`config.mk`:
```
export PLATFORM = sky130hd
export DESIGN_NAME = frame_deadline_monitor_top
export DESIGN_NICKNAME = d
export VERILOG_FILES = /design/src/design/fdm_pkg.sv /design/src/design/frame_deadline_monitor_top.sv /design/src/design/fdm_stat_mem.sv
export SDC_FILE = /design/constraint.sdc
export NUM_CORES = 2
export LEC_CHECK = 0
export ABC_AREA = 1
export BUFFER_PORTS_ARGS = -buffer_cell sky130_fd_sc_hd__buf_4
export CAP_MARGIN = 20
export CORE_UTILIZATION = 25
export CTS_BUF_LIST = sky130_fd_sc_hd__clkbuf_8 sky130_fd_sc_hd__clkbuf_16
export CTS_CLUSTER_DIAMETER = 200
export DETAILED_ROUTE_END_ITERATION = 12
export GPL_TIMING_DRIVEN = 0
export SLEW_MARGIN = 20
export SYNTH_ARGS = -nofsm -noshare
export SYNTH_HDL_FRONTEND = slang
export SYNTH_SLANG_ARGS = --single-unit
```
`constraint.sdc`:
```
create_clock -name clk -period 27.5 [get_ports clk]
set_clock_uncertainty 0.05 [all_clocks]
set_input_delay 0 -clock clk [delete_from_list [all_inputs] [get_ports clk]]
set_output_delay 0 -clock clk [all_outputs]
set_load 0.005 [all_outputs]
```
`src/design/fdm_pkg.sv`:
```
// Package for the frame deadline monitor: payload structs, event and register codes,
// and the layout of one per-task statistics entry.
// No dependencies; every other design file imports it.
package fdm_pkg;

    localparam int MASK_W   = 6;
    localparam int CFG_W    = 32;
    localparam int CFG_IDX_W = 3;

    typedef enum logic [1:0] {
        MODE_ADMIT      = 2'd0,
        MODE_JOB_DONE   = 2'd1,
        MODE_FRAME_DONE = 2'd2,
        MODE_OVERRUN    = 2'd3
    } mode_t;

    typedef enum logic [CFG_IDX_W-1:0] {
        REG_FRAME_LEN     = 3'd0,
        REG_SLACK_THR     = 3'd1,
        REG_DEGRADED_HP   = 3'd2,
        REG_CRIT_MASK     = 3'd3,
        REG_OVERLOAD_EN   = 3'd4,
        REG_RECOVERY_EN   = 3'd5,
        REG_STATS_EN      = 3'd6,
        REG_STREAK_LIMIT  = 3'd7
    } reg_idx_t;

    typedef struct packed {
        mode_t       mode;
        logic [2:0]  task_id;
        logic [31:0] duration_us;
        logic [63:0] release_ts;
        logic [63:0] start_ts;
        logic [63:0] stop_us;
        logic        last_frame;
    } in_item_t;

    typedef struct packed {
        logic               skip;
        logic [31:0]        stat_min_us;
        logic [31:0]        stat_max_us;
        logic [63:0]        stat_sum_us;
        logic [31:0]        stat_count;
        logic [63:0]        start_jitter;
        logic signed [63:0] frame_slack;
        logic               deadline_miss;
        logic               slack_warn;
        logic [3:0]         degraded_left;
        logic               reboot_request;
        logic [31:0]        fault_total;
    } out_item_t;

    typedef struct packed {
        logic [31:0] min_us;
        logic [31:0] max_us;
        logic [63:0] sum_us;
        logic [31:0] count;
    } stat_entry_t;

    localparam stat_entry_t STAT_INIT = '{
        min_us:   32'hFFFF_FFFF,
        max_us:   32'd0,
        sum_us:   64'd0,
        count:    32'd0
    };

endpackage

```
`src/design/frame_deadline_monitor_top.sv`:
```
// Top level of the frame deadline monitor: configuration registers, event execution
// and the output register. Depends on fdm_pkg and fdm_stat_mem.
//
//   channel  direction  handshake               payload
//   in       input      in_valid / in_ready     in_data   (fdm_pkg::in_item_t)
//   out      output     out_valid / out_ready   out_data  (fdm_pkg::out_item_t)
//   cfg      input      cfg_we                  cfg_index, cfg_data
//
// The accepting edge reads the task's statistics entry; execution then updates it,
// writes it back (job-done with statistics on) and loads the output register.
// A new beat is taken in the cycle after the previous event finished executing, even
// while its result still waits in the output register. A stalled output holds the
// executing event. Reset restores register defaults and empties the pipeline; the
// statistics table reads as cleared through per-entry written bits, with no sweep.
module frame_deadline_monitor_top #(
    parameter int NUM_TASKS = 6
) (
    input  logic                      clk,
    input  logic                      rst_n,
    input  logic                      in_valid,
    output logic                      in_ready,
    input  fdm_pkg::in_item_t         in_data,
    output logic                      out_valid,
    input  logic                      out_ready,
    output fdm_pkg::out_item_t        out_data,
    input  logic                      cfg_we,
    input  logic [fdm_pkg::CFG_IDX_W-1:0] cfg_index,
    input  logic [fdm_pkg::CFG_W-1:0] cfg_data
);
    import fdm_pkg::*;

    localparam int AW = (NUM_TASKS > 1) ? $clog2(NUM_TASKS) : 1;

    // Configuration registers.
    logic [31:0]       frame_len_reg;
    logic [31:0]       slack_thr_reg;
    logic [3:0]        degraded_hp_reg;
    logic [MASK_W-1:0] crit_mask_reg;
    logic              overload_en_reg;
    logic              recovery_en_reg;
    logic              stats_en_reg;
    logic [7:0]        streak_limit_reg;

    always_ff @(posedge clk or negedge rst_n)
    begin
        if (!rst_n)
        begin
            frame_len_reg    <= 32'd10000;
            slack_thr_reg    <= 32'd500;
            degraded_hp_reg  <= 4'd2;
            crit_mask_reg    <= 6'd3;
            overload_en_reg  <= 1'b0;
            recovery_en_reg  <= 1'b0;
            stats_en_reg     <= 1'b1;
            streak_limit_reg <= 8'd2;
        end
        else if (cfg_we)
        begin
            unique case (reg_idx_t'(cfg_index))
                REG_FRAME_LEN:    frame_len_reg    <= cfg_data;
                REG_SLACK_THR:    slack_thr_reg    <= cfg_data;
                REG_DEGRADED_HP:  degraded_hp_reg  <= cfg_data[3:0];
                REG_CRIT_MASK:    crit_mask_reg    <= cfg_data[MASK_W-1:0];
                REG_OVERLOAD_EN:  overload_en_reg  <= cfg_data[0];
                REG_RECOVERY_EN:  recovery_en_reg  <= cfg_data[0];
                REG_STATS_EN:     stats_en_reg     <= cfg_data[0];
                REG_STREAK_LIMIT: streak_limit_reg <= cfg_data[7:0];
                default: ;
            endcase
        end
    end

    // Pipeline control and monitor state.
    logic        exec_reg;
    logic        exec_next;
    in_item_t    item_reg;
    logic        task_ok_reg;
    logic        out_valid_reg;
    out_item_t   out_data_reg;
    logic [3:0]  degraded_reg;
    logic [3:0]  degraded_next;
    logic [31:0] faults_reg;
    logic [31:0] faults_next;
    logic        severe_hp_reg;
    logic        severe_hp_next;
    logic [7:0]  streak_reg;
    logic [7:0]  streak_next;

    logic        in_fire;
    logic        exec_fire;
    logic        in_task_ok;
    stat_entry_t rd_entry;
    stat_entry_t upd_entry;
    logic        stat_wr;
    out_item_t   result;

    assign in_ready   = !exec_reg;
    assign in_fire    = in_valid && in_ready;
    assign exec_fire  = exec_reg && (!out_valid_reg || out_ready);
    assign in_task_ok = 32'(in_data.task_id) < 32'(NUM_TASKS);
    assign out_valid  = out_valid_reg;
    assign out_data   = out_data_reg;

    fdm_stat_mem #(
        .NUM_TASKS(NUM_TASKS),
        .AW(AW)
    ) u_stat_mem (
        .clk(clk),
        .rst_n(rst_n),
        .rd_en(in_fire && in_task_ok),
        .rd_addr(AW'(in_data.task_id)),
        .rd_data(rd_entry),
        .wr_en(stat_wr),
        .wr_addr(AW'(item_reg.task_id)),
        .wr_data(upd_entry)
    );

    // Event execution.
    logic [63:0] slack_bits;
    logic        slack_neg;
    logic        slack_low;
    logic        critical;
    logic        enter_degraded;
    logic        is_frame;
    logic        sev_now;
    logic [3:0]  deg_after_entry;

    always_comb
    begin
        is_frame   = (item_reg.mode == MODE_FRAME_DONE);
        slack_bits = item_reg.release_ts + {32'd0, frame_len_reg} - item_reg.stop_us;
        slack_neg  = slack_bits[63];
        slack_low  = !slack_neg && (slack_bits < {32'd0, slack_thr_reg});
        critical   = (32'(item_reg.task_id) < 32'(MASK_W)) ? crit_mask_reg[item_reg.task_id]
                                                          : 1'b0;

        upd_entry.min_us   = (item_reg.duration_us < rd_entry.min_us) ? item_reg.duration_us
                                                                      : rd_entry.min_us;
        upd_entry.max_us   = (item_reg.duration_us > rd_entry.max_us) ? item_reg.duration_us
                                                                      : rd_entry.max_us;
        upd_entry.sum_us   = rd_entry.sum_us + {32'd0, item_reg.duration_us};
        upd_entry.count    = rd_entry.count + 32'd1;

        stat_wr = exec_fire && (item_reg.mode == MODE_JOB_DONE) && task_ok_reg && stats_en_reg;

        enter_degraded = (is_frame && (slack_neg || slack_low))
                      || (item_reg.mode == MODE_OVERRUN);
        deg_after_entry = (enter_degraded && overload_en_reg) ? degraded_hp_reg : degraded_reg;

        faults_next = ((is_frame && slack_neg) || (item_reg.mode == MODE_OVERRUN))
                    ? faults_reg + 32'd1 : faults_reg;
        sev_now     = severe_hp_reg || (is_frame && slack_neg);

        degraded_next  = deg_after_entry;
        severe_hp_next = sev_now;
        streak_next    = streak_reg;
        result         = '0;
        result.stat_min_us = (item_reg.mode == MODE_JOB_DONE) ? STAT_INIT.min_us : 32'd0;

        // A hyperperiod end counts degraded mode down and scores the streak, each if enabled.
        if (is_frame && item_reg.last_frame)
        begin
            if (overload_en_reg && (deg_after_entry != 4'd0))
            begin
                degraded_next = deg_after_entry - 4'd1;
            end
            if (recovery_en_reg)
            begin
                if (sev_now)
                begin
                    streak_next = (streak_reg != 8'hFF) ? streak_reg + 8'd1 : streak_reg;
                end
                else
                begin
                    streak_next = 8'd0;
                end
                result.reboot_request = (streak_next >= streak_limit_reg);
            end
            severe_hp_next = 1'b0;
        end

        unique case (item_reg.mode)
            MODE_ADMIT:
            begin
                result.skip = overload_en_reg && (degraded_reg != 4'd0) && !critical;
            end
            MODE_JOB_DONE:
            begin
                if (task_ok_reg)
                begin
                    if (stats_en_reg)
                    begin
                        result.stat_min_us   = upd_entry.min_us;
                        result.stat_max_us   = upd_entry.max_us;
                        result.stat_sum_us   = upd_entry.sum_us;
                        result.stat_count    = upd_entry.count;
                    end
                    else
                    begin
                        result.stat_min_us   = rd_entry.min_us;
                        result.stat_max_us   = rd_entry.max_us;
                        result.stat_sum_us   = rd_entry.sum_us;
                        result.stat_count    = rd_entry.count;
                    end
                end
            end
            MODE_FRAME_DONE:
            begin
                result.start_jitter  = item_reg.start_ts - item_reg.release_ts;
                result.frame_slack   = slack_bits;
                result.deadline_miss = slack_neg;
                result.slack_warn    = slack_low;
            end
            MODE_OVERRUN: ;
            default: ;
        endcase

        result.degraded_left = degraded_next;
        result.fault_total   = faults_next;

        exec_next = in_fire ? 1'b1 : (exec_fire ? 1'b0 : exec_reg);
    end

    always_ff @(posedge clk)
    begin
        if (in_fire)
        begin
            item_reg    <= in_data;
            task_ok_reg <= in_task_ok;
        end
        if (exec_fire)
        begin
            out_data_reg <= result;
        end
    end

    always_ff @(posedge clk or negedge rst_n)
    begin
        if (!rst_n)
        begin
            exec_reg      <= 1'b0;
            out_valid_reg <= 1'b0;
            degraded_reg  <= 4'd0;
            faults_reg    <= 32'd0;
            severe_hp_reg <= 1'b0;
            streak_reg    <= 8'd0;
        end
        else
        begin
            exec_reg <= exec_next;
            if (exec_fire)
            begin
                out_valid_reg <= 1'b1;
                degraded_reg  <= degraded_next;
                faults_reg    <= faults_next;
                severe_hp_reg <= severe_hp_next;
                streak_reg    <= streak_next;
            end
            else if (out_ready)
            begin
                out_valid_reg <= 1'b0;
            end
        end
    end

endmodule

```
`src/design/fdm_stat_mem.sv`:
```
// Per-task statistics memory with one registered read port and one write port.
// Depends on fdm_pkg; entries never written read back as the reset entry.
module fdm_stat_mem #(
    parameter int NUM_TASKS = 6,
    parameter int AW = 3
) (
    input  logic                clk,
    input  logic                rst_n,
    input  logic                rd_en,
    input  logic [AW-1:0]       rd_addr,
    output fdm_pkg::stat_entry_t rd_data,
    input  logic                wr_en,
    input  logic [AW-1:0]       wr_addr,
    input  fdm_pkg::stat_entry_t wr_data
);
    import fdm_pkg::*;

    stat_entry_t mem [NUM_TASKS];
    logic [NUM_TASKS-1:0] written_reg;
    stat_entry_t rd_q_reg;
    logic rd_written_reg;

    always_ff @(posedge clk)
    begin
        if (wr_en)
        begin
            mem[wr_addr] <= wr_data;
        end
        if (rd_en)
        begin
            rd_q_reg <= mem[rd_addr];
        end
    end

    always_ff @(posedge clk or negedge rst_n)
    begin
        if (!rst_n)
        begin
            written_reg    <= '0;
            rd_written_reg <= 1'b0;
        end
        else
        begin
            if (wr_en)
            begin
                written_reg[wr_addr] <= 1'b1;
            end
            if (rd_en)
            begin
                rd_written_reg <= written_reg[rd_addr];
            end
        end
    end

    // An entry not yet written since reset stands for the cleared statistics.
    assign rd_data = rd_written_reg ? rd_q_reg : STAT_INIT;

endmodule
```
# == Word level (Yosys, flattened, before mapping) ==
# Memories as Yosys holds them, arrays and structs flattened. A register that Yosys moved wholly into a read port is not among the register bits.
# Index checks and enable logic that the tools add are counted.
# totals
reg_bits,698
ram_bits,960
input_bits,270
wordCells,136
memories,1
# classes
addsub,8
order_cmp,9
eq_ne,11
mux,29
bitwise_logic,1
reduce_logical,41
# mem_list
memory,depth,width,read_ports,rd_clocked_by_memory_dff,write_ports,line_no,rtl
u_stat_mem.mem,6,160,1,1,1,fdm_stat_mem.sv:18,stat_entry_t mem [NUM_TASKS];
# op_table
operator,n
160-bit two-way mux,4
64-bit by 32-bit adder with 64-bit output,2
32-bit two-way mux,4
64-bit subtractor,2
32-bit by 1-bit adder with 32-bit output (second input constant),2
64-bit by 32-bit less-than comparator with 1-bit output,1
32-bit greater-than comparator,1
32-bit less-than comparator,1
8-bit two-way mux,4
2-bit AND reduction,10
1-bit logical AND,15
3-bit equality test (second input constant),4
4-bit two-way mux,3
1-bit two-way mux,11
8-bit by 1-bit adder with 8-bit output (second input constant),1
8-bit >= comparator,1
3-bit by 4-bit less-than comparator with 1-bit output (second input constant),2
8-bit != test (second input constant),1
4-bit nonzero test,2
1-bit binary-select mux with 3-bit select,2
3-bit by 2-bit equality test with 1-bit output (second input constant),2
3-bit less-than comparator (second input constant),2
6-bit bitwise OR,1
1-bit logical OR,5
11 further kinds,16

# == Logic depth before layout (Yosys ltp) ==
# depth
word_depth,13
ltp_mapped,39

# == Cells and area by module ==
# Synthesis repeated with hierarchy kept, for this count alone.
# hier_totals
cells_unflattened,8635
hier_area_um2,87846.8
# modules_own_cells
mod,n_inst,cells_each,area_each_um2
fdm_stat_mem,1,3287,43954.7
frame_deadline_monitor_top,1,5348,43892.1

# == Least setup slack after synthesis ==
# No wires, ideal clock.
# synth_timing
path_type,register -> register
from,register exec_reg
to,register u_stat_mem.rd_written_reg
setup_ns,0.136
t_arrival_ns,14.764
path_slack_ns,12.549
path_stages_with_launch,5
path_buffers,0
cell_sequence,dfrtp_1 -> nor2_1 -> and2_1 -> nand2_1 -> o22a_1
# synth_between
elab_chain_cells,3
# synth_lines
element,line_no,rtl
"start, declared",frame_deadline_monitor_top.sv:74,logic exec_reg;
"start signal, assigned",frame_deadline_monitor_top.sv:250,exec_reg <= exec_next;
1-bit zero test,frame_deadline_monitor_top.sv:97,assign in_ready = !exec_reg;
1-bit logical AND,frame_deadline_monitor_top.sv:98,assign in_fire = in_valid && in_ready;
1-bit logical AND,frame_deadline_monitor_top.sv:110,".rd_en(in_fire && in_task_ok),"
named net u_stat_mem.rd_en,fdm_stat_mem.sv:9,"input logic rd_en,"
"end signal, assigned",fdm_stat_mem.sv:50,rd_written_reg <= written_reg[rd_addr];
"end, declared",fdm_stat_mem.sv:21,logic rd_written_reg;
# The timed path passes the listed nets, and every way through them passes these cells.
# A chain may end at the register's enable or synchronous reset.

==> impl_metrics.toml <==
[critical_path]
cp.required_ns = 28.09
crit_arrival_ns = 9.74
cp_common_cell = "inv_1"
crit_fanout = 13
crit_path_end_kind = "flop"
critPathMaxStageDelay_ns = 0.90
critical_path_class = "reg2reg"
slowest_stage = "clkbuf_1"
crit_path_start_kind = "flop"

[route]
drt-pass1-iter-count = 8
viasPerCell = 4.69
routedWlPerCell_um = 22.4
drt_iter0_drc = 6963
antenna_left = 0
vias = 67089
wirelength_mm = 320
drc = 0

[yosys]
synthCells = 8117
synth_edf_count = 1678
synth_seq_area_share_pct = 62.8
async_flop_share_pct = 7.65
ys.flop_type = "edfxtp_1"
yosysWarnings = 0
syn_avg_cell_area_um2 = 10.6
synth.distinct_cells = 65
ys_ff_latch = 1817
synthesis.area_mm2 = 0.0858
syn_nets = 8717

[place]
dpl.hpwl_mm = 235
place_congestion = 0.956
portBuffers = 599
dp.cells = 13332
pre_cts_ws_ns = 18.53

[clock_tree]
clock_latency_ns = 0.92
clk_pin_slew_ns = 0.06
cts_buffers = 207
clock_path_buffers = 4
cts_tree = "yes"
cts_sinks = 1817
cts_htree_levels = 4
ctsResizeCount = 0
root_buffer = "clkbuf_16"

[layout]
area.sequential_mm2 = 0.0539
instances_no_fill = 14293
area_delta_synth_final_pct = 29.1
multiInputGateArea_mm2 = 0.0266
largest_reg_flops = 960
fin_util_pct = 32.5
n_fill_cell = 34560
layout-drive-gt1-share_pct = 11.7
fin_nets = 10159

[die]
dieHeight_um = 588
start_util_pct = 25.2
die_w_um = 588
core_area_mm2 = 0.341
dieArea_mm2 = 0.346
io_pins = 600
rows = 214

[worst_hold_path]
hold_class = "in2reg"

[timing]
setup_viol = 0
worst_slack_ns = 18.35
fmax_mhz = 109
finalCriticalPeriod_ns = 9.15
fin_setup_tns_ns = 0
holdWs_ns = 0.0717
grt_setup_unrepaired = "false"
final-max-slew-violation-count = 0
finalCritPeriodShare_pct = 33.3
worst_pin_slew_ns = 1.21
maxSlewHeadroom_pct = 19.2
final_hold_viol_count = 0

[pwr]
power_density_mw_per_mm2 = 92.6
p_leak_nw = 44.5
vdd_drop_max_uv = 64.7

[grt]
antenna_found_initial = 32
grt_first_pass_wirelength_mm = 453
grt_max_degree = 100
grt_overflow = 0
track_usage_pct = 17.9
grt_pass1_vias = 64870

[run_status]
outcome = "completed"

[run]
drv_cap = 0
## layout make-up
class / instances / share of cell area [%]
Clock inverter: 170 / 1.69
Inverter: 1118 / 3.79
Multi-Input combinational cell: 4877 / 24.0
Clock buffer: 214 / 4.78
Timing Repair Buffer: 1233 / 10.8
Tap cell: 4536 / 5.12
Buffer: 305 / 1.07
Antenna cell: 23 / 0.0520
Sequential cell: 1817 / 48.6
## placed cells by master, fill, tap and decap left out, types with 209 or more instances in the layout
cell type      count
inv_1           1132
edfxtp_1        1678
clkbuf_16        209
nor2_1           609
clkbuf_1         272
o21ai_0          557
ha_1             296
a21oi_1          629
buf_4            600
nand2_1         1747
dlygate4sd3_1    552
## report_power, final
group          total, W  internal [W]  switching (W)
clock           0.00294       0.00171        0.00123
combinational   0.00338       0.00105        0.00233
sequential      0.00394       0.00373       0.000212
## Yosys cell counts (all sizes together), types with 20 or more instances
library cell / n / area [um^2]
nor2: 636 / 2480
a32o: 160 / 1600
a21oi: 631 / 3170
inv: 1114 / 4180
xnor2: 32 / 280
nand3b: 20 / 150
a31oi: 64 / 400
clkbuf: 285 / 1070
nor4: 21 / 144
nand2: 1768 / 6700
o21a: 31 / 233
o21ai: 593 / 3010
nor3: 70 / 370
fa: 34 / 681
xor2: 126 / 1130
edfxtp: 1678 / 50400
buf: 20 / 87.6
dfrtp: 123 / 3080
o22ai: 160 / 1000
nand4: 45 / 312
nand3: 120 / 666
ha: 296 / 3700
## worst paths after layout
kind	start	end	slack, ns	cells after the start
hold / removal	in_data[226]	item_reg[226]	0.07	2
setup / recovery	u_stat_mem.rd_written_reg	out_data[255]	18.35	28
max in group asynchronous	rst_n	frame_len_reg[22]	26.66	4
hold reg to reg	u_stat_mem.written_reg[0]	u_stat_mem.written_reg[0]	0.42	1
setup reg to reg	u_stat_mem.rd_written_reg	out_data[255]	18.35	28
min in group asynchronous	rst_n	degraded_hp_reg[1]	0.29	3
## metrics by stage
stage / cell area, um^2 / power (W)
after detailed placement: 98000 / 0.00726
after global routing: 111000 / 0.0107
final: 111000 / 0.0103
after floorplan: 85800 / 0.00580
after CTS: 111000 / 0.0103
after global placement: 96000 / 0.00730
## timing repair
item / in CTS / in global routing
hold buffers: 553 / 0
setup buffers: 0 / 0
hold endpoints to repair: 557 / 0
## routing by layer
metal	share of wire, %	vias to the layer above	track usage, %
met3	8.5	558	3.36
met1	40	32438	22.6
met5	0.030	-	0
li1	-	30903	-
met4	4.8	14	8.02
met2	47	3176	29.6
## cell families after synthesis
group / after synthesis / share of synthesized area (%)
buffers and inverters: 1423 / 6.24
adder cells (fa/ha/maj): 330 / 5.11
AND/OR/NAND/NOR: 2692 / 12.7
AO/OA/AOI/OAI: 1697 / 11.5
flip-flops: 1817 / 62.8
XOR/XNOR: 158 / 1.65
## critical path, delay by kind of cell, from the launching register on
family	cells	cell delay, ns
DFF	1	0.32
adders and majority gates	2	0.59
buffers and inverters	11	4.04
and+or+nand+nor	5	0.79
xor gates and xnor gates	1	0.22
AOI/OAI and AO/OA	9	2.84
Note: power is estimated with default switching activity, not from simulation.
